[src/rtl/keyvalue_section_parser_assert.svh]
// Assertion macros shared by the parser modules.
// Each expects clk and rst in scope.
`ifndef KEYVALUE_SECTION_PARSER_ASSERT_SVH
`define KEYVALUE_SECTION_PARSER_ASSERT_SVH

// Same-cycle implication.
`define KVS_ASSERT_IMP(name, ante, cons) \
  name: assert property (@(posedge clk) disable iff (rst) (ante) |-> (cons)) \
    else $error("kvs assertion failed");

// Next-cycle implication.
`define KVS_ASSERT_NXT(name, ante, cons) \
  name: assert property (@(posedge clk) disable iff (rst) (ante) |=> (cons)) \
    else $error("kvs assertion failed");

`endif

[src/rtl/kvs_pkg.sv]
package kvs_pkg;

  localparam int unsigned MAX_DEPTH = 255;
  localparam int unsigned DEPTH_W   = $clog2(MAX_DEPTH + 1);
  localparam int unsigned TLEN_W    = 17;
  localparam int unsigned TCNT_W    = 21;
  localparam int unsigned MAX_RES   = 4;
  localparam int unsigned IDX_W     = $clog2(MAX_RES);
  localparam int unsigned CNT_W     = $clog2(MAX_RES + 1);

  localparam logic [15:0] TOKEN_BYTES_RESET = 16'd32768;
  localparam logic [19:0] TOKENS_RESET      = 20'd65536;

  localparam logic REG_MAX_TOKEN_BYTES = 1'b0;
  localparam logic REG_MAX_TOKENS      = 1'b1;

  localparam logic [2:0] M_IDLE    = 3'd0;
  localparam logic [2:0] M_SLASH   = 3'd1;
  localparam logic [2:0] M_COMMENT = 3'd2;
  localparam logic [2:0] M_BARE    = 3'd3;
  localparam logic [2:0] M_QUOTED  = 3'd4;
  localparam logic [2:0] M_ESC     = 3'd5;

  localparam logic [2:0] EV_NAME_CHAR  = 3'd0;
  localparam logic [2:0] EV_NAME_DONE  = 3'd1;
  localparam logic [2:0] EV_VALUE_CHAR = 3'd2;
  localparam logic [2:0] EV_PAIR_DONE  = 3'd3;
  localparam logic [2:0] EV_OPEN       = 3'd4;
  localparam logic [2:0] EV_CLOSE      = 3'd5;
  localparam logic [2:0] EV_ACCEPT     = 3'd6;
  localparam logic [2:0] EV_REJECT     = 3'd7;

  localparam logic [7:0] CH_SLASH     = 8'h2F;
  localparam logic [7:0] CH_OPEN      = 8'h7B;
  localparam logic [7:0] CH_CLOSE     = 8'h7D;
  localparam logic [7:0] CH_QUOTE     = 8'h22;
  localparam logic [7:0] CH_BACKSLASH = 8'h5C;
  localparam logic [7:0] CH_NEWLINE   = 8'h0A;
  localparam logic [7:0] CH_SPACE     = 8'h20;
  localparam logic [7:0] CH_TAB       = 8'h09;
  localparam logic [7:0] CH_CR        = 8'h0D;

  typedef struct packed {
    logic [15:0] max_token_bytes;
    logic [19:0] max_tokens;
  } cfg_t;

  typedef struct packed {
    logic [2:0]         mode;
    logic [TLEN_W-1:0]  tlen;
    logic [TCNT_W-1:0]  tcnt;
    logic [DEPTH_W-1:0] depth;
    logic               awaiting;
    logic               rejected;
  } lex_state_t;

  typedef struct packed {
    logic [CNT_W-1:0]            n;
    logic [MAX_RES-1:0][2:0]     ev;
    logic [MAX_RES-1:0][7:0]     ch;
  } bundle_t;

  typedef struct packed {
    lex_state_t st;
    bundle_t    res;
  } step_t;

  function automatic logic f_is_space(logic [7:0] c);
    return (c == CH_SPACE) || ((c >= CH_TAB) && (c <= CH_CR));
  endfunction

  function automatic step_t f_emit(step_t s, logic [2:0] ev, logic [7:0] c);
    step_t r;
    r = s;
    if (r.res.n < CNT_W'(MAX_RES)) begin
      r.res.ev[r.res.n[IDX_W-1:0]] = ev;
      r.res.ch[r.res.n[IDX_W-1:0]] = c;
      r.res.n = r.res.n + CNT_W'(1);
    end
    return r;
  endfunction

  function automatic step_t f_count_token(step_t s, cfg_t cfg);
    step_t r;
    r = s;
    if (r.st.tcnt != '1) r.st.tcnt = r.st.tcnt + TCNT_W'(1);
    if (r.st.tcnt > TCNT_W'(cfg.max_tokens)) r.st.rejected = 1'b1;
    return r;
  endfunction

  function automatic step_t f_text_start(step_t s, cfg_t cfg);
    step_t r;
    r = s;
    if (!r.st.rejected) begin
      r = f_count_token(r, cfg);
      r.st.tlen = '0;
    end
    return r;
  endfunction

  function automatic step_t f_text_char(step_t s, logic [7:0] c, cfg_t cfg);
    step_t r;
    r = s;
    if (!r.st.rejected) begin
      if (r.st.tlen != '1) r.st.tlen = r.st.tlen + TLEN_W'(1);
      if (r.st.tlen > TLEN_W'(cfg.max_token_bytes)) begin
        r.st.rejected = 1'b1;
      end else begin
        r = f_emit(r, r.st.awaiting ? EV_VALUE_CHAR : EV_NAME_CHAR, c);
      end
    end
    return r;
  endfunction

  function automatic step_t f_text_end(step_t s);
    step_t r;
    r = s;
    if (!r.st.rejected) begin
      if (r.st.awaiting) begin
        r = f_emit(r, EV_PAIR_DONE, 8'h00);
        r.st.awaiting = 1'b0;
      end else begin
        r = f_emit(r, EV_NAME_DONE, 8'h00);
        r.st.awaiting = 1'b1;
      end
    end
    return r;
  endfunction

  function automatic step_t f_brace(step_t s, logic open, cfg_t cfg);
    step_t r;
    r = s;
    if (!r.st.rejected) r = f_count_token(r, cfg);
    if (!r.st.rejected) begin
      if (open) begin
        if (!r.st.awaiting || (r.st.depth >= DEPTH_W'(MAX_DEPTH))) begin
          r.st.rejected = 1'b1;
        end else begin
          r.st.depth    = r.st.depth + DEPTH_W'(1);
          r.st.awaiting = 1'b0;
          r = f_emit(r, EV_OPEN, 8'h00);
        end
      end else begin
        if (r.st.awaiting || (r.st.depth == '0)) begin
          r.st.rejected = 1'b1;
        end else begin
          r.st.depth = r.st.depth - DEPTH_W'(1);
          r = f_emit(r, EV_CLOSE, 8'h00);
        end
      end
    end
    return r;
  endfunction

  function automatic step_t f_bare_byte(step_t s, logic [7:0] c, cfg_t cfg);
    step_t r;
    r = s;
    if (f_is_space(c)) begin
      r = f_text_end(r);
      r.st.mode = M_IDLE;
    end else if ((c == CH_OPEN) || (c == CH_CLOSE)) begin
      r = f_text_end(r);
      r.st.mode = M_IDLE;
      r = f_brace(r, c == CH_OPEN, cfg);
    end else begin
      r = f_text_char(r, c, cfg);
    end
    return r;
  endfunction

  function automatic step_t f_quoted_byte(step_t s, logic [7:0] c, cfg_t cfg);
    step_t r;
    r = s;
    if (c == CH_QUOTE) begin
      r = f_text_end(r);
      r.st.mode = M_IDLE;
    end else if (c == CH_BACKSLASH) begin
      r.st.mode = M_ESC;
    end else begin
      r = f_text_char(r, c, cfg);
    end
    return r;
  endfunction

  function automatic step_t f_idle_byte(step_t s, logic [7:0] c, cfg_t cfg);
    step_t r;
    r = s;
    if (f_is_space(c)) begin
      r = s;
    end else if (c == CH_SLASH) begin
      r.st.mode = M_SLASH;
    end else if ((c == CH_OPEN) || (c == CH_CLOSE)) begin
      r = f_brace(r, c == CH_OPEN, cfg);
    end else if (c == CH_QUOTE) begin
      r = f_text_start(r, cfg);
      r.st.mode = M_QUOTED;
    end else begin
      r = f_text_start(r, cfg);
      r.st.mode = M_BARE;
      r = f_text_char(r, c, cfg);
    end
    return r;
  endfunction

  function automatic step_t f_step(lex_state_t st, logic [7:0] c, logic last, cfg_t cfg);
    step_t r;
    r.st  = st;
    r.res = '0;
    if (!r.st.rejected) begin
      unique case (r.st.mode)
        M_SLASH: begin
          if (c == CH_SLASH) begin
            r.st.mode = M_COMMENT;
          end else begin
            r = f_text_start(r, cfg);
            r = f_text_char(r, CH_SLASH, cfg);
            r.st.mode = M_BARE;
            r = f_bare_byte(r, c, cfg);
          end
        end
        M_COMMENT: begin
          if (c == CH_NEWLINE) r.st.mode = M_IDLE;
        end
        M_BARE:   r = f_bare_byte(r, c, cfg);
        M_QUOTED: r = f_quoted_byte(r, c, cfg);
        M_ESC: begin
          r.st.mode = M_QUOTED;
          if ((c == CH_BACKSLASH) || (c == CH_QUOTE)) begin
            r = f_text_char(r, c, cfg);
          end else begin
            r = f_text_char(r, CH_BACKSLASH, cfg);
            r = f_quoted_byte(r, c, cfg);
          end
        end
        default: begin
          r.st.mode = M_IDLE;
          r = f_idle_byte(r, c, cfg);
        end
      endcase
    end
    if (last) begin
      if (!r.st.rejected) begin
        if (r.st.mode == M_BARE) begin
          r = f_text_end(r);
        end else if (r.st.mode == M_SLASH) begin
          r = f_text_start(r, cfg);
          r = f_text_char(r, CH_SLASH, cfg);
          r = f_text_end(r);
        end else if ((r.st.mode == M_QUOTED) || (r.st.mode == M_ESC)) begin
          r.st.rejected = 1'b1;
        end
      end
      if (r.st.awaiting || (r.st.depth != '0)) r.st.rejected = 1'b1;
      r = f_emit(r, r.st.rejected ? EV_REJECT : EV_ACCEPT, 8'h00);
      r.st.mode     = M_IDLE;
      r.st.tlen     = '0;
      r.st.tcnt     = '0;
      r.st.depth    = '0;
      r.st.awaiting = 1'b0;
      r.st.rejected = 1'b0;
    end
    return r;
  endfunction

endpackage

[src/rtl/kvs_if.sv]
interface kvs_in_if;
  logic       valid;
  logic       ready;
  logic [7:0] in_byte;
  logic       end_of_document;

  modport source (output valid, output in_byte, output end_of_document, input ready);
  modport sink (input valid, input in_byte, input end_of_document, output ready);
endinterface

interface kvs_out_if;
  logic       valid;
  logic       ready;
  logic [2:0] event_res;
  logic [7:0] character;
  logic       last_of_run;

  modport source (output valid, output event_res, output character, output last_of_run,
                  input ready);
  modport sink (input valid, input event_res, input character, input last_of_run,
                output ready);
endinterface

[src/rtl/kvs_regs.sv]
module kvs_regs
  import kvs_pkg::*;
(
  input  logic        clk,
  input  logic        rst,
  input  logic        psel,
  input  logic        penable,
  input  logic        pwrite,
  input  logic [2:0]  paddr,
  input  logic [31:0] pwdata,
  output logic [31:0] prdata,
  output logic        pready,
  output cfg_t        cfg
);

  logic wr;

  assign pready = 1'b1;
  assign wr     = psel && penable && pwrite;

  always_ff @(posedge clk) begin
    if (rst) begin
      cfg.max_token_bytes <= TOKEN_BYTES_RESET;
      cfg.max_tokens      <= TOKENS_RESET;
    end else if (wr) begin
      unique case (paddr[2])
        REG_MAX_TOKEN_BYTES: cfg.max_token_bytes <= pwdata[15:0];
        REG_MAX_TOKENS:      cfg.max_tokens      <= pwdata[19:0];
        default: ;
      endcase
    end
  end

  always_comb begin
    unique case (paddr[2])
      REG_MAX_TOKEN_BYTES: prdata = {16'h0000, cfg.max_token_bytes};
      REG_MAX_TOKENS:      prdata = {12'h000, cfg.max_tokens};
      default:             prdata = '0;
    endcase
  end

endmodule

[src/rtl/kvs_lexer.sv]
`include "keyvalue_section_parser_assert.svh"

module kvs_lexer
  import kvs_pkg::*;
(
  input  logic           clk,
  input  logic           rst,
  input  cfg_t           cfg,
  kvs_in_if.sink         doc,
  output bundle_t        bundle,
  output logic           bundle_valid,
  input  logic           bundle_ready
);

  logic       a_valid;
  logic [7:0] a_byte;
  logic       a_end;
  logic       a_adv;
  lex_state_t st;
  step_t      step;

  assign step         = f_step(st, a_byte, a_end, cfg);
  assign a_adv        = a_valid && bundle_ready;
  assign doc.ready    = !a_valid || a_adv;
  assign bundle       = step.res;
  assign bundle_valid = a_valid && (step.res.n != '0);

  always_ff @(posedge clk) begin
    if (rst) begin
      a_valid     <= 1'b0;
      st.mode     <= M_IDLE;
      st.tlen     <= '0;
      st.tcnt     <= '0;
      st.depth    <= '0;
      st.awaiting <= 1'b0;
      st.rejected <= 1'b0;
    end else begin
      if (doc.valid && doc.ready) a_valid <= 1'b1;
      else if (a_adv) a_valid <= 1'b0;
      if (a_adv) st <= step.st;
    end
  end

  // hold the item until the result side takes it
  always_ff @(posedge clk) begin
    if (doc.valid && doc.ready) begin
      a_byte <= doc.in_byte;
      a_end  <= doc.end_of_document;
    end
  end

  `KVS_ASSERT_NXT(a_doc_end_clears, a_adv && a_end, st.mode == M_IDLE && st.depth == '0 && !st.awaiting && !st.rejected && st.tcnt == '0)
  `KVS_ASSERT_IMP(a_depth_bound, 1'b1, st.depth <= DEPTH_W'(MAX_DEPTH))
  `KVS_ASSERT_IMP(a_rejected_silent, a_adv && st.rejected && !a_end, step.res.n == '0)

endmodule

[src/rtl/kvs_out.sv]
`include "keyvalue_section_parser_assert.svh"

module kvs_out
  import kvs_pkg::*;
(
  input  logic      clk,
  input  logic      rst,
  input  bundle_t   bundle,
  input  logic      bundle_valid,
  output logic      bundle_ready,
  kvs_out_if.source evt
);

  logic [CNT_W-1:0]        rem;
  logic [IDX_W-1:0]        idx;
  logic [MAX_RES-1:0][2:0] ev_q;
  logic [MAX_RES-1:0][7:0] ch_q;
  logic                    fire;
  logic                    load;

  assign fire         = evt.valid && evt.ready;
  assign bundle_ready = (rem == '0) || (fire && (rem == CNT_W'(1)));
  assign load         = bundle_valid && bundle_ready;

  assign evt.valid       = rem != '0;
  assign evt.event_res   = ev_q[idx];
  assign evt.character   = ch_q[idx];
  assign evt.last_of_run = rem == CNT_W'(1);

  always_ff @(posedge clk) begin
    if (rst) begin
      rem <= '0;
      idx <= '0;
    end else if (load) begin
      rem <= bundle.n;
      idx <= '0;
    end else if (fire) begin
      rem <= rem - CNT_W'(1);
      idx <= idx + IDX_W'(1);
    end
  end

  always_ff @(posedge clk) begin
    if (load) begin
      ev_q <= bundle.ev;
      ch_q <= bundle.ch;
    end
  end

  `KVS_ASSERT_NXT(a_run_continues, fire && !evt.last_of_run, evt.valid)
  `KVS_ASSERT_IMP(a_rem_bound, 1'b1, rem <= CNT_W'(MAX_RES))
  `KVS_ASSERT_NXT(a_stall_holds, evt.valid && !evt.ready, evt.valid && $stable(evt.event_res) && $stable(evt.character))

endmodule

[src/rtl/keyvalue_section_parser.sv]
// Key-value section parser.
// doc carries one document byte per item, with end_of_document on the final
// byte. evt carries one event per item: name/value characters, name done,
// pair done, section open/close, and accept or reject after the final byte.
// last_of_run marks the final event caused by one byte; a byte may cause
// zero to four events.
// Path: an accepted byte is registered in the input register; once the event
// register can take them, its events are loaded there and offered on evt.
// Throughput: one byte per cycle while each byte causes at most one event
// and evt is not stalled; a byte that causes more events holds the input
// while the event register drains one event per cycle of evt.ready high.
// A receiver stall on evt holds the event register and, once the input
// register is full, drops doc.ready.
// Configuration (max_token_bytes 0x0, max_tokens 0x4) is written over APB by
// the user only while no document is in flight; the block does not check.
// Reset clears the lexer state and both registers return to their defaults.
module keyvalue_section_parser
  import kvs_pkg::*;
(
  input  logic        clk,
  input  logic        rst,
  kvs_in_if.sink      doc,
  kvs_out_if.source   evt,
  input  logic        psel,
  input  logic        penable,
  input  logic        pwrite,
  input  logic [2:0]  paddr,
  input  logic [31:0] pwdata,
  output logic [31:0] prdata,
  output logic        pready
);

  cfg_t    cfg;
  bundle_t bundle;
  logic    bundle_valid;
  logic    bundle_ready;

  kvs_regs u_regs (
    .clk     (clk),
    .rst     (rst),
    .psel    (psel),
    .penable (penable),
    .pwrite  (pwrite),
    .paddr   (paddr),
    .pwdata  (pwdata),
    .prdata  (prdata),
    .pready  (pready),
    .cfg     (cfg)
  );

  kvs_lexer u_lexer (
    .clk          (clk),
    .rst          (rst),
    .cfg          (cfg),
    .doc          (doc),
    .bundle       (bundle),
    .bundle_valid (bundle_valid),
    .bundle_ready (bundle_ready)
  );

  kvs_out u_out (
    .clk          (clk),
    .rst          (rst),
    .bundle       (bundle),
    .bundle_valid (bundle_valid),
    .bundle_ready (bundle_ready),
    .evt          (evt)
  );

endmodule

[src/flat_wrapper.sv]
// flat-port wrapper written by rule: the top's interface ports become plain ports
module keyvalue_section_parser_flat import kvs_pkg::*;
  (clk, rst, psel, penable, pwrite, paddr, pwdata, prdata, pready, doc_valid, doc_in_byte, doc_end_of_document, doc_ready, evt_valid, evt_event_res, evt_character, evt_last_of_run, evt_ready);
  kvs_in_if doc_i ();
  kvs_out_if evt_i ();
  input  logic clk;
  input  logic rst;
  input  logic psel;
  input  logic penable;
  input  logic pwrite;
  input  logic [2:0] paddr;
  input  logic [31:0] pwdata;
  output logic [31:0] prdata;
  output logic pready;
  input wire logic [$bits(doc_i.valid)-1:0] doc_valid;
  input wire logic [$bits(doc_i.in_byte)-1:0] doc_in_byte;
  input wire logic [$bits(doc_i.end_of_document)-1:0] doc_end_of_document;
  output wire logic [$bits(doc_i.ready)-1:0] doc_ready;
  output wire logic [$bits(evt_i.valid)-1:0] evt_valid;
  output wire logic [$bits(evt_i.event_res)-1:0] evt_event_res;
  output wire logic [$bits(evt_i.character)-1:0] evt_character;
  output wire logic [$bits(evt_i.last_of_run)-1:0] evt_last_of_run;
  input wire logic [$bits(evt_i.ready)-1:0] evt_ready;
  assign doc_i.valid = doc_valid;
  assign doc_i.in_byte = doc_in_byte;
  assign doc_i.end_of_document = doc_end_of_document;
  assign doc_ready = doc_i.ready;
  assign evt_valid = evt_i.valid;
  assign evt_event_res = evt_i.event_res;
  assign evt_character = evt_i.character;
  assign evt_last_of_run = evt_i.last_of_run;
  assign evt_i.ready = evt_ready;
  keyvalue_section_parser u_core (.clk(clk), .rst(rst), .doc(doc_i), .evt(evt_i), .psel(psel), .penable(penable), .pwrite(pwrite), .paddr(paddr), .pwdata(pwdata), .prdata(prdata), .pready(pready));
endmodule
[config.mk]
export PLATFORM = sky130hd
export DESIGN_NAME = keyvalue_section_parser_flat
export DESIGN_NICKNAME = d
export VERILOG_FILES = /design/src/rtl/kvs_pkg.sv /design/src/rtl/kvs_if.sv /design/src/rtl/kvs_regs.sv /design/src/rtl/kvs_lexer.sv /design/src/rtl/kvs_out.sv /design/src/rtl/keyvalue_section_parser.sv /design/src/flat_wrapper.sv
export VERILOG_INCLUDE_DIRS = /design/src /design/src/rtl
export SDC_FILE = /design/constraint.sdc
export NUM_CORES = 1
export LEC_CHECK = 0
export ABC_AREA = 1
export BUFFER_PORTS_ARGS = -buffer_cell sky130_fd_sc_hd__buf_2
export CAP_MARGIN = 15
export CELL_PAD_IN_SITES_DETAIL_PLACEMENT = 1
export CELL_PAD_IN_SITES_GLOBAL_PLACEMENT = 1
export CORE_MARGIN = 2
export CORE_UTILIZATION = 48
export DETAILED_ROUTE_END_ITERATION = 16
export PLACE_DENSITY = 0.95
export REMOVE_ABC_BUFFERS = 1
export SYNTH_ARGS = -nofsm -noshare
export SYNTH_HDL_FRONTEND = slang
export SYNTH_SLANG_ARGS = --single-unit
[constraint.sdc]
create_clock -name clk -period 13.8 [get_ports clk]
set_input_delay 2.76 -clock clk [delete_from_list [all_inputs] [get_ports clk]]
set_output_delay 2.76 -clock clk [all_outputs]
set_load 0.02 [all_outputs]
==> flow_metrics.env, run 1 <==
export IMPL_gp_congestion=0.9979
export IMPL_wl_per_cell_um=22.72
export IMPL_cp_arrival_ns=12.84
export IMPL_use_met1=0.4822
export IMPL_die_h_um=185.8
export IMPL_grt_pass1_vias=20120
export IMPL_area_growth_pct=6.823
export IMPL_place_worst_setup_slack_ns=1.731
export IMPL_grt_usage=0.4020
export IMPL_synthArstFlopShare=0
export IMPL_dieArea_um2=34520
export IMPL_vdd_drop_max_v=0.00009112
export IMPL_fin_util=0.5208
export IMPL_clkLatencyLatePin_ns=0.47
export IMPL_p_per_area_nw_per_um2=135.7
export IMPL_finalMaxSlewViolations=0
export IMPL_synth_edf_count=39
export IMPL_r2r_start="u_core.u_lexer.st[10]"
export IMPL_io_pins=98
export IMPL_placed_cell_area_um2=16420
export IMPL_nets=2798
export IMPL_netlist_area_um2=15860
export IMPL_crit_top_cell="nand2_1"
export IMPL_r2r_end="u_core.u_out.ch_q[10]"
export IMPL_startpoint_type="flip-flop"
export IMPL_core_area_um2=32540
export IMPL_ys_flop_type="dfxtp_1"
export IMPL_grt_max_degree=56
export IMPL_vias=19850
export IMPL_synth_distinct_cells=60
export IMPL_design_area_um2=16950
export IMPL_cts_buffers=17
export IMPL_syn_avg_cell_area_um2=6.030
export IMPL_ctsResizeCount=0
export IMPL_port_buffers=70
export IMPL_synth_seq_cells=132
export IMPL_antenna_found_initial=1
export IMPL_met3_usage=0.08550
export IMPL_finalWirelength_um=69960
export IMPL_use_met2=0.6552
export IMPL_whs_ns=0.4912
export IMPL_max_freq_ghz=0.07834
export IMPL_rows=66
export IMPL_crit_fanout=30
export IMPL_holdPathEnd="u_core.u_lexer.st[30]"
export IMPL_hold_path_startpoint="u_core.u_lexer.st[30]"
export IMPL_grt_overflow_total=0
export IMPL_die_width_um=185.8
export IMPL_clock_path_buffers=2
export IMPL_grt_pass1_wl_um=108400
export IMPL_drt_initial_drc_count=1942
export IMPL_fin_cells=3079
export IMPL_fin_crit_ns=12.76
export IMPL_holdPathStages=2
export IMPL_cts_tree="yes"
export IMPL_worst_slack_ns=1.035
export IMPL_grt_busiest_layer="met2"
export IMPL_drive_above_1_share=0.08039
export IMPL_post_route_drc_count=0
export IMPL_slowest_stage="inv_1"
export IMPL_cp_required_ns=13.87
export IMPL_clkTransAtPathRegs_ns=0.07
export IMPL_fin_skew_ns=0.01603
export IMPL_tns_ns=0
export IMPL_cts_sinks=132
export IMPL_crit_type="flip-flop to flip-flop"
export IMPL_fin_crit_sh=0.9250
export IMPL_fillers=4584
export IMPL_maxSlewHeadroom=0.2348
export IMPL_viasPerCell=6.445
export IMPL_hold_class="flip-flop to flip-flop"
export IMPL_postCtsHoldBufs=0
export IMPL_root_buffer="clkbuf_16"
export IMPL_endpoint_kind="flip-flop"
export IMPL_drtAntennaViolNets=0
export IMPL_finalPower_mw=2.299
export IMPL_hpwlAfterDp_um=50750
export IMPL_ys_warn_count=0
export IMPL_final_hold_viol_count=0
export IMPL_final_setup_viol_count=0
export IMPL_worstMarginPinSlew_ns=1.147
export IMPL_dpl_cell_count=3047
export IMPL_drt_pass1_iter_count=6
export IMPL_outcome="finished, final reports clean"
export IMPL_critPathMaxStageDelay_ns=0.86
export IMPL_cts_setup_buffers=0
export IMPL_crit_start="u_core.u_lexer.st[10]"
export IMPL_rsz0062_at_grt="false"
export IMPL_synth_seq_area_share=0.1912
export IMPL_worst_r2r_path_depth=66
export IMPL_r2r_slack_ns=1.04
export IMPL_syn_inst=2631
export IMPL_start_util=0.4876
export IMPL_diodes=0
export IMPL_p_leak_nw=7.436
export IMPL_cts_max_level=4
export IMPL_drv_cap=0
[routing by layer]
layer / wire (µm) / up-vias
li1: - / 8834
met1: 27430 / 9545
met2: 31640 / 1142
met3: 6615 / 322
met4: 4262 / 2
met5: 10 / -
[final cells by class]
class,instances,area (µm²),area share
timing repair buffer,94,530.5,0.03131
inverter,292,1099,0.06483
clock inverter,14,101.3,0.005980
sequential,132,3034,0.1790
tap,442,553.0,0.03263
multi-input combinational,2087,11200,0.6609
clock buffer,18,429.2,0.02532
[cell usage in the layout, fill, tap and decap left out, types with 54 or more instances in the layout]
cell type,instances
nand3_1,117
nand2_1,671
o21ai_0,255
inv_1,275
ha_1,123
nand4_1,59
nor2_1,235
buf_2,70
a21oi_1,239
dfxtp_1,92
xor2_1,54
[synthesized netlist by cell type (3+ instances only)]
library cell,number,share of area
nand2_1,671,0.16
inv_1,275,0.065
o21ai_0,255,0.080
a21oi_1,239,0.075
nor2_1,237,0.056
ha_1,123,0.097
nand3_1,117,0.037
dfxtp_1,93,0.12
clkbuf_1,90,0.021
nand4_1,59,0.023
xor2_1,54,0.030
nor3_1,47,0.015
edfxtp_1,39,0.074
nand2_2,33,0.013
o211ai_1,31,0.015
a31oi_1,30,0.012
o22ai_1,24,0.0095
buf_4,17,0.0080
buf_2,14,0.0044
nor4_1,14,0.0055
a211oi_1,13,0.0062
o221ai_1,13,0.0072
xnor2_1,11,0.0061
clkinv_1,9,0.0021
o2111ai_1,9,0.0050
a22oi_1,8,0.0038
nand2_4,8,0.0057
nor2_4,8,0.0057
buf_1,7,0.0017
inv_2,7,0.0017
o21ai_1,7,0.0022
a2bb2oi_1,6,0.0033
nand3b_1,6,0.0028
nor2_2,6,0.0024
o21ai_2,6,0.0033
a221oi_1,4,0.0022
and2_1,4,0.0016
nand3_2,4,0.0025
o21a_1,3,0.0014
o31ai_1,3,0.0014
or2_2,3,0.0012
[state kept, by name, indices dropped and copies added (netlist names), 2 cells and up]
signal and cells:
u_core.u_lexer.st 51, u_core.u_lexer.a_byte 8, u_core.u_out.ch_q 18, u_core.u_out.rem 3, u_core.u_regs.cfg 36, u_core.u_out.ev_q 12, u_core.u_out.idx 2
[worst max-delay path by stage]
stage	to	slack, ns
after global placement	u_core.u_out.ev_q[8]	2.22
after detailed placement	u_core.u_out.ch_q[21]	1.73
after global routing	u_core.u_out.ch_q[10]	0.43
final	u_core.u_out.ch_q[10]	1.04
after CTS	u_core.u_out.ch_q[10]	1.50
after floorplan	u_core.u_out.ch_q[0]	4.18
[cells by family (layout without fill, tap and decap cells)]
kind of cell | Yosys count | in the layout | synth area share
XOR/XNOR | 65 | 65 | 0.03589
AND/OR/NAND/NOR | 1225 | 1225 | 0.3359
other | 2 | 13 | 0.0004734
buffers and inverters | 423 | 418 | 0.1064
AO/OA/AOI/OAI | 661 | 661 | 0.2331
flip-flops | 132 | 132 | 0.1912
adder cells (fa/ha/maj) | 123 | 123 | 0.09701
[critical path: cells and delay by family (launching register included)]
family | cells | cell delay [ns]
simple gates | 39 | 5.74
flops | 1 | 0.68
fa+ha+maj | 6 | 2.02
xor+xnor | 2 | 0.40
compound gates | 12 | 1.98
buf+inv | 7 | 1.49
[power by group]
part / switching [mW] / total [mW] / internal (mW)
logic: 0.948 / 1.34 / 0.391
clock network: 0.221 / 0.453 / 0.232
registers: 0.0393 / 0.508 / 0.469
No activity file was read; power rests on OpenSTA's default activity.
==> run 2, diff against run 1 <==
--- a/config.mk
+++ b/config.mk
@@ -15,5 +15,5 @@
 export CORE_UTILIZATION = 48
 export DETAILED_ROUTE_END_ITERATION = 16
-export PLACE_DENSITY = 0.95
+export PLACE_DENSITY = 0.91
 export REMOVE_ABC_BUFFERS = 1
 export SYNTH_ARGS = -nofsm -noshare
==> constraint.sdc (replaced) <==
create_clock -name clk -period 13.8 [get_ports clk]
set_input_delay 2.07 -clock clk [delete_from_list [all_inputs] [get_ports clk]]
set_output_delay 2.07 -clock clk [all_outputs]
set_load 0.02 [all_outputs]
==> flow_metrics.env, run 2 (same netlist as run 1, synthesis figures left out) <==
export IMPL_hpwlAfterDp_um=49980
export IMPL_cts_buffers=17
export IMPL_ctsResizeCount=0
export IMPL_r2r_end="u_core.u_out.ev_q[4]"
export IMPL_rows=66
export IMPL_final_common_cell="nand2_1"
export IMPL_holdPathStages=2
export IMPL_start_util=0.4876
export IMPL_fin_cells=3078
export IMPL_fillers=4668
export IMPL_cts_tree="yes"
export IMPL_drt_initial_drc_count=1478
export IMPL_crit_fanout=27
export IMPL_use_met2=0.6440
export IMPL_reg_top3="u_core.u_lexer.st (51), u_core.u_regs.cfg (36), u_core.u_out.ch_q (18)"
export IMPL_port_buffers=70
export IMPL_grt_busiest_layer="met2"
export IMPL_area_growth_pct=7.091
export IMPL_critPathMaxStageDelay_ns=0.65
export IMPL_finalMaxSlewViolations=0
export IMPL_core_area_um2=32540
export IMPL_slowest_stage="dfxtp_1"
export IMPL_p_per_area_nw_per_um2=134.1
export IMPL_r2r_slack_ns=1.76
export IMPL_maxSlewHeadroom=0.2743
export IMPL_design_area_um2=16990
export IMPL_outcome="finished, final reports clean"
export IMPL_vdd_drop_max_v=0.0001038
export IMPL_grt_max_degree=56
export IMPL_drv_cap=0
export IMPL_wl_per_cell_um=21.74
export IMPL_io_pins=98
export IMPL_postCtsHoldBufs=0
export IMPL_use_met1=0.4704
export IMPL_fin_skew_ns=0.01269
export IMPL_cp_required_ns=13.97
export IMPL_clock_path_buffers=2
export IMPL_nets=2798
export IMPL_post_route_drc_count=0
export IMPL_clkTransAtPathRegs_ns=0.06
export IMPL_largest_reg_flops=51
export IMPL_whs_ns=0.5059
export IMPL_final_setup_viol_count=0
export IMPL_max_freq_ghz=0.08307
export IMPL_crit_type="flip-flop to flip-flop"
export IMPL_drive_above_1_share=0.07853
export IMPL_cts_setup_buffers=0
export IMPL_dpl_cell_count=3045
export IMPL_fin_crit_ns=12.04
export IMPL_root_buffer="clkbuf_16"
export IMPL_grt_usage=0.3889
export IMPL_top_register="u_core.u_lexer.st"
export IMPL_hold_class="flip-flop to flip-flop"
export IMPL_diodes=0
export IMPL_die_h_um=185.8
export IMPL_grt_pass1_vias=19000
export IMPL_die_width_um=185.8
export IMPL_met3_usage=0.08589
export IMPL_cts_max_level=4
export IMPL_cp_arrival_ns=12.21
export IMPL_grt_overflow_total=0
export IMPL_finalWirelength_um=66910
export IMPL_crit_top_cell="nand2_1"
export IMPL_final_hold_viol_count=0
export IMPL_rsz0062_at_grt="false"
export IMPL_antenna_found_initial=0
export IMPL_endpoint_kind="flip-flop"
export IMPL_vias=19220
export IMPL_drt_pass1_iter_count=6
export IMPL_final_cell_mix="671 x nand2_1, 275 x inv_1, 255 x o21ai_0, 239 x a21oi_1, 235 x nor2_1"
export IMPL_cts_sinks=132
export IMPL_hold_path_startpoint="u_core.u_lexer.st[30]"
export IMPL_clkLatencyLatePin_ns=0.47
export IMPL_tns_ns=0
export IMPL_r2r_start="u_core.u_lexer.st[10]"
export IMPL_dieArea_um2=34520
export IMPL_holdPathEnd="u_core.u_lexer.st[30]"
export IMPL_gp_congestion=0.9348
export IMPL_viasPerCell=6.246
export IMPL_p_leak_nw=7.443
export IMPL_placed_cell_area_um2=16400
export IMPL_grt_pass1_wl_um=104300
export IMPL_fin_util=0.5222
export IMPL_drtAntennaViolNets=0
export IMPL_worst_r2r_path_depth=67
export IMPL_worstMarginPinSlew_ns=1.085
export IMPL_startpoint_type="flip-flop"
export IMPL_fin_crit_sh=0.8723
-- run 2: area by class of cell --
cell class	count	area (µm²)	share of cell area
sequential	132	3034	0.1786
clock inverter	5	28.78	0.001694
inverter	292	1099	0.06466
timing repair buffer	94	570.5	0.03358
tap	442	553.0	0.03255
multi-input combinational	2087	11200	0.6594
clock buffer	26	500.5	0.02946
-- run 2: through the flow --
| stage | worst slack, ns | total power, mW |
|---|---|---|
| global route | 1.070 | 2.441 |
| global placement | 2.266 | 1.703 |
| floorplan | 4.181 | 1.362 |
| finish | 1.762 | 2.278 |
| CTS | 1.660 | 2.231 |
| detailed placement | 1.857 | 1.776 |
-- run 2: how the worst max path moves through the flow --
stage | from | end | slack [ns] | cells past startpoint
finish | u_core.u_lexer.st[10] | u_core.u_out.ev_q[4] | 1.76 | 67
global route | u_core.u_lexer.st[10] | u_core.u_out.ev_q[4] | 1.07 | 68
CTS | u_core.u_lexer.st[10] | u_core.u_out.ev_q[4] | 1.66 | 66
detailed placement | u_core.u_lexer.st[10] | u_core.u_out.ev_q[1] | 1.86 | 66
global placement | u_core.u_lexer.st[10] | u_core.u_out.ev_q[1] | 2.27 | 66
floorplan | u_core.u_lexer.st[10] | u_core.u_out.ch_q[0] | 4.18 | 66
-- run 2: worst max-delay path: cells and delay by family, from the launching register on --
family                   cells  cell delay [ns]
buffers and inverters        9             1.14
AND/OR/NAND/NOR             39             5.51
XOR/XNOR                     1             0.23
flip-flops                   1             0.65
AO/OA/AOI/OAI               12             2.12
adder cells (fa/ha/maj)      6             2.01
-- run 2: layer usage --
| metal | vias up | routed length [µm] |
|---|---|---|
| met5 | - | 0 |
| met4 | 0 | 3498 |
| met3 | 239 | 5554 |
| met2 | 906 | 30910 |
| met1 | 9232 | 26950 |
| li1 | 8847 | - |
-- run 2: where the power goes --
group	total, mW	internal [mW]	leakage [nW]	switching [mW]
sequential	0.506	0.468	1.12	0.0382
clock	0.439	0.247	0.263	0.191
combinational	1.33	0.397	6.06	0.936
total	2.28	1.11	7.44	1.17
==> run 3, diff against run 2 <==
Settings changed: BUFFER_PORTS_ARGS -buffer_cell sky130_fd_sc_hd__buf_2 to default, DONT_BUFFER_PORTS from default to 1, PLACE_DENSITY 0.91 to 0.87.
==> flow_metrics.env, run 3 (same netlist as run 1, synthesis figures left out) <==
export IMPL_area_growth_pct=5.024
export IMPL_vias=18910
export IMPL_grt_usage=0.3826
export IMPL_p_per_area_nw_per_um2=136.2
export IMPL_cts_setup_buffers=0
export IMPL_cp_arrival_ns=12.68
export IMPL_cp_required_ns=13.87
export IMPL_max_freq_ghz=0.07927
export IMPL_clock_path_buffers=2
export IMPL_worstMarginPinSlew_ns=1.202
export IMPL_outcome="finished, final reports clean"
export IMPL_placed_cell_area_um2=16070
export IMPL_drtAntennaViolNets=0
export IMPL_grt_pass1_vias=19160
export IMPL_top_register="u_core.u_lexer.st"
export IMPL_p_leak_nw=7.143
export IMPL_grt_overflow_total=0
export IMPL_fin_cells=3010
export IMPL_antenna_found_initial=0
export IMPL_nets=2729
export IMPL_final_common_cell="nand2_1"
export IMPL_viasPerCell=6.282
export IMPL_core_area_um2=32540
export IMPL_die_h_um=185.8
export IMPL_largest_reg_flops=51
export IMPL_grt_max_degree=56
export IMPL_ctsResizeCount=0
export IMPL_crit_top_cell="nand2_1"
export IMPL_cts_sinks=132
export IMPL_hpwlAfterDp_um=49600
export IMPL_clkLatencyLatePin_ns=0.46
export IMPL_post_route_drc_count=0
export IMPL_slowest_stage="inv_1"
export IMPL_cts_buffers=17
export IMPL_fin_crit_ns=12.62
export IMPL_drt_pass1_iter_count=5
export IMPL_port_buffers=0
export IMPL_crit_fanout=30
export IMPL_hold_class="flip-flop to flip-flop"
export IMPL_final_hold_viol_count=0
export IMPL_drv_cap=0
export IMPL_endpoint_kind="flip-flop"
export IMPL_dpl_cell_count=2977
export IMPL_rsz0062_at_grt="false"
export IMPL_fin_util=0.5121
export IMPL_grt_pass1_wl_um=103200
export IMPL_io_pins=98
export IMPL_die_width_um=185.8
export IMPL_startpoint_type="flip-flop"
export IMPL_start_util=0.4876
export IMPL_drt_initial_drc_count=1701
export IMPL_critPathMaxStageDelay_ns=0.79
export IMPL_postCtsHoldBufs=0
export IMPL_reg_top3="u_core.u_lexer.st (51), u_core.u_regs.cfg (36), u_core.u_out.ch_q (18)"
export IMPL_dieArea_um2=34520
export IMPL_drive_above_1_share=0.05374
export IMPL_final_cell_mix="671 x nand2_1, 275 x inv_1, 255 x o21ai_0, 239 x a21oi_1, 235 x nor2_1"
export IMPL_diodes=0
export IMPL_root_buffer="clkbuf_16"
export IMPL_fin_crit_sh=0.9142
export IMPL_vdd_drop_max_v=0.00009310
export IMPL_rows=66
export IMPL_clkTransAtPathRegs_ns=0.07
export IMPL_finalMaxSlewViolations=0
export IMPL_finalWirelength_um=66230
export IMPL_gp_congestion=0.9771
export IMPL_cts_tree="yes"
export IMPL_fin_skew_ns=0.01532
export IMPL_maxSlewHeadroom=0.1975
export IMPL_tns_ns=0
export IMPL_wl_per_cell_um=22.00
export IMPL_cts_max_level=4
export IMPL_final_setup_viol_count=0
export IMPL_crit_type="flip-flop to flip-flop"
export IMPL_design_area_um2=16660
-- run 3: worst paths after layout --
| check | cells past startpoint | slack (ns) | start | to |
|---|---|---|---|---|
| min | 2 | 0.50 | u_core.u_lexer.st[30] | u_core.u_lexer.st[30] |
| min reg2reg | 2 | 0.50 | u_core.u_lexer.st[30] | u_core.u_lexer.st[30] |
| max | 66 | 1.18 | u_core.u_lexer.st[10] | u_core.u_out.ch_q[13] |
| max reg2reg | 66 | 1.18 | u_core.u_lexer.st[10] | u_core.u_out.ch_q[13] |
-- run 3: through the flow --
stage | hold WS (ns) | setup WS, ns | total power, mW
floorplan | 0.4524 | 4.181 | 1.362
global placement | 0.4639 | 2.126 | 1.676
detailed placement | 0.4806 | 1.669 | 1.746
CTS | 0.4906 | 1.611 | 2.235
global route | 0.5103 | 0.4756 | 2.417
finish | 0.4994 | 1.185 | 2.270
-- run 3: routing by layer --
metal,GRT usage,vias up,wire length (µm),part of all wire
met4,0.2189,2,3621,0.055
met1,0.4550,9085,26660,0.40
met3,0.08296,246,5346,0.081
li1,-,8703,-,-
met2,0.6351,873,30550,0.46
met5,0.01037,-,46,0.00069
-- run 3: report_power, final --
group	switching, mW	internal (mW)	total, mW
registers	0.0359	0.469	0.505
clock network	0.194	0.289	0.482
logic	0.916	0.367	1.28
total	1.15	1.12	2.27
-- run 3: cell type report --
class / instances / area [µm²]
inverter: 292 / 1099
tap: 442 / 553.0
sequential: 132 / 3034
timing repair buffer: 25 / 187.7
clock inverter: 8 / 126.4
multi-input combinational: 2087 / 11200
fill: 4651 / 15880
clock buffer: 24 / 461.7
-- run 3: critical path: cells and delay by family (launching register included) --
family / cells / cell delay (ns)
flip-flops: 1 / 0.69
AO/OA/AOI/OAI: 12 / 2.29
AND/OR/NAND/NOR: 39 / 5.47
buffers and inverters: 8 / 1.48
XOR/XNOR: 1 / 0.26
adder cells (fa/ha/maj): 6 / 2.01
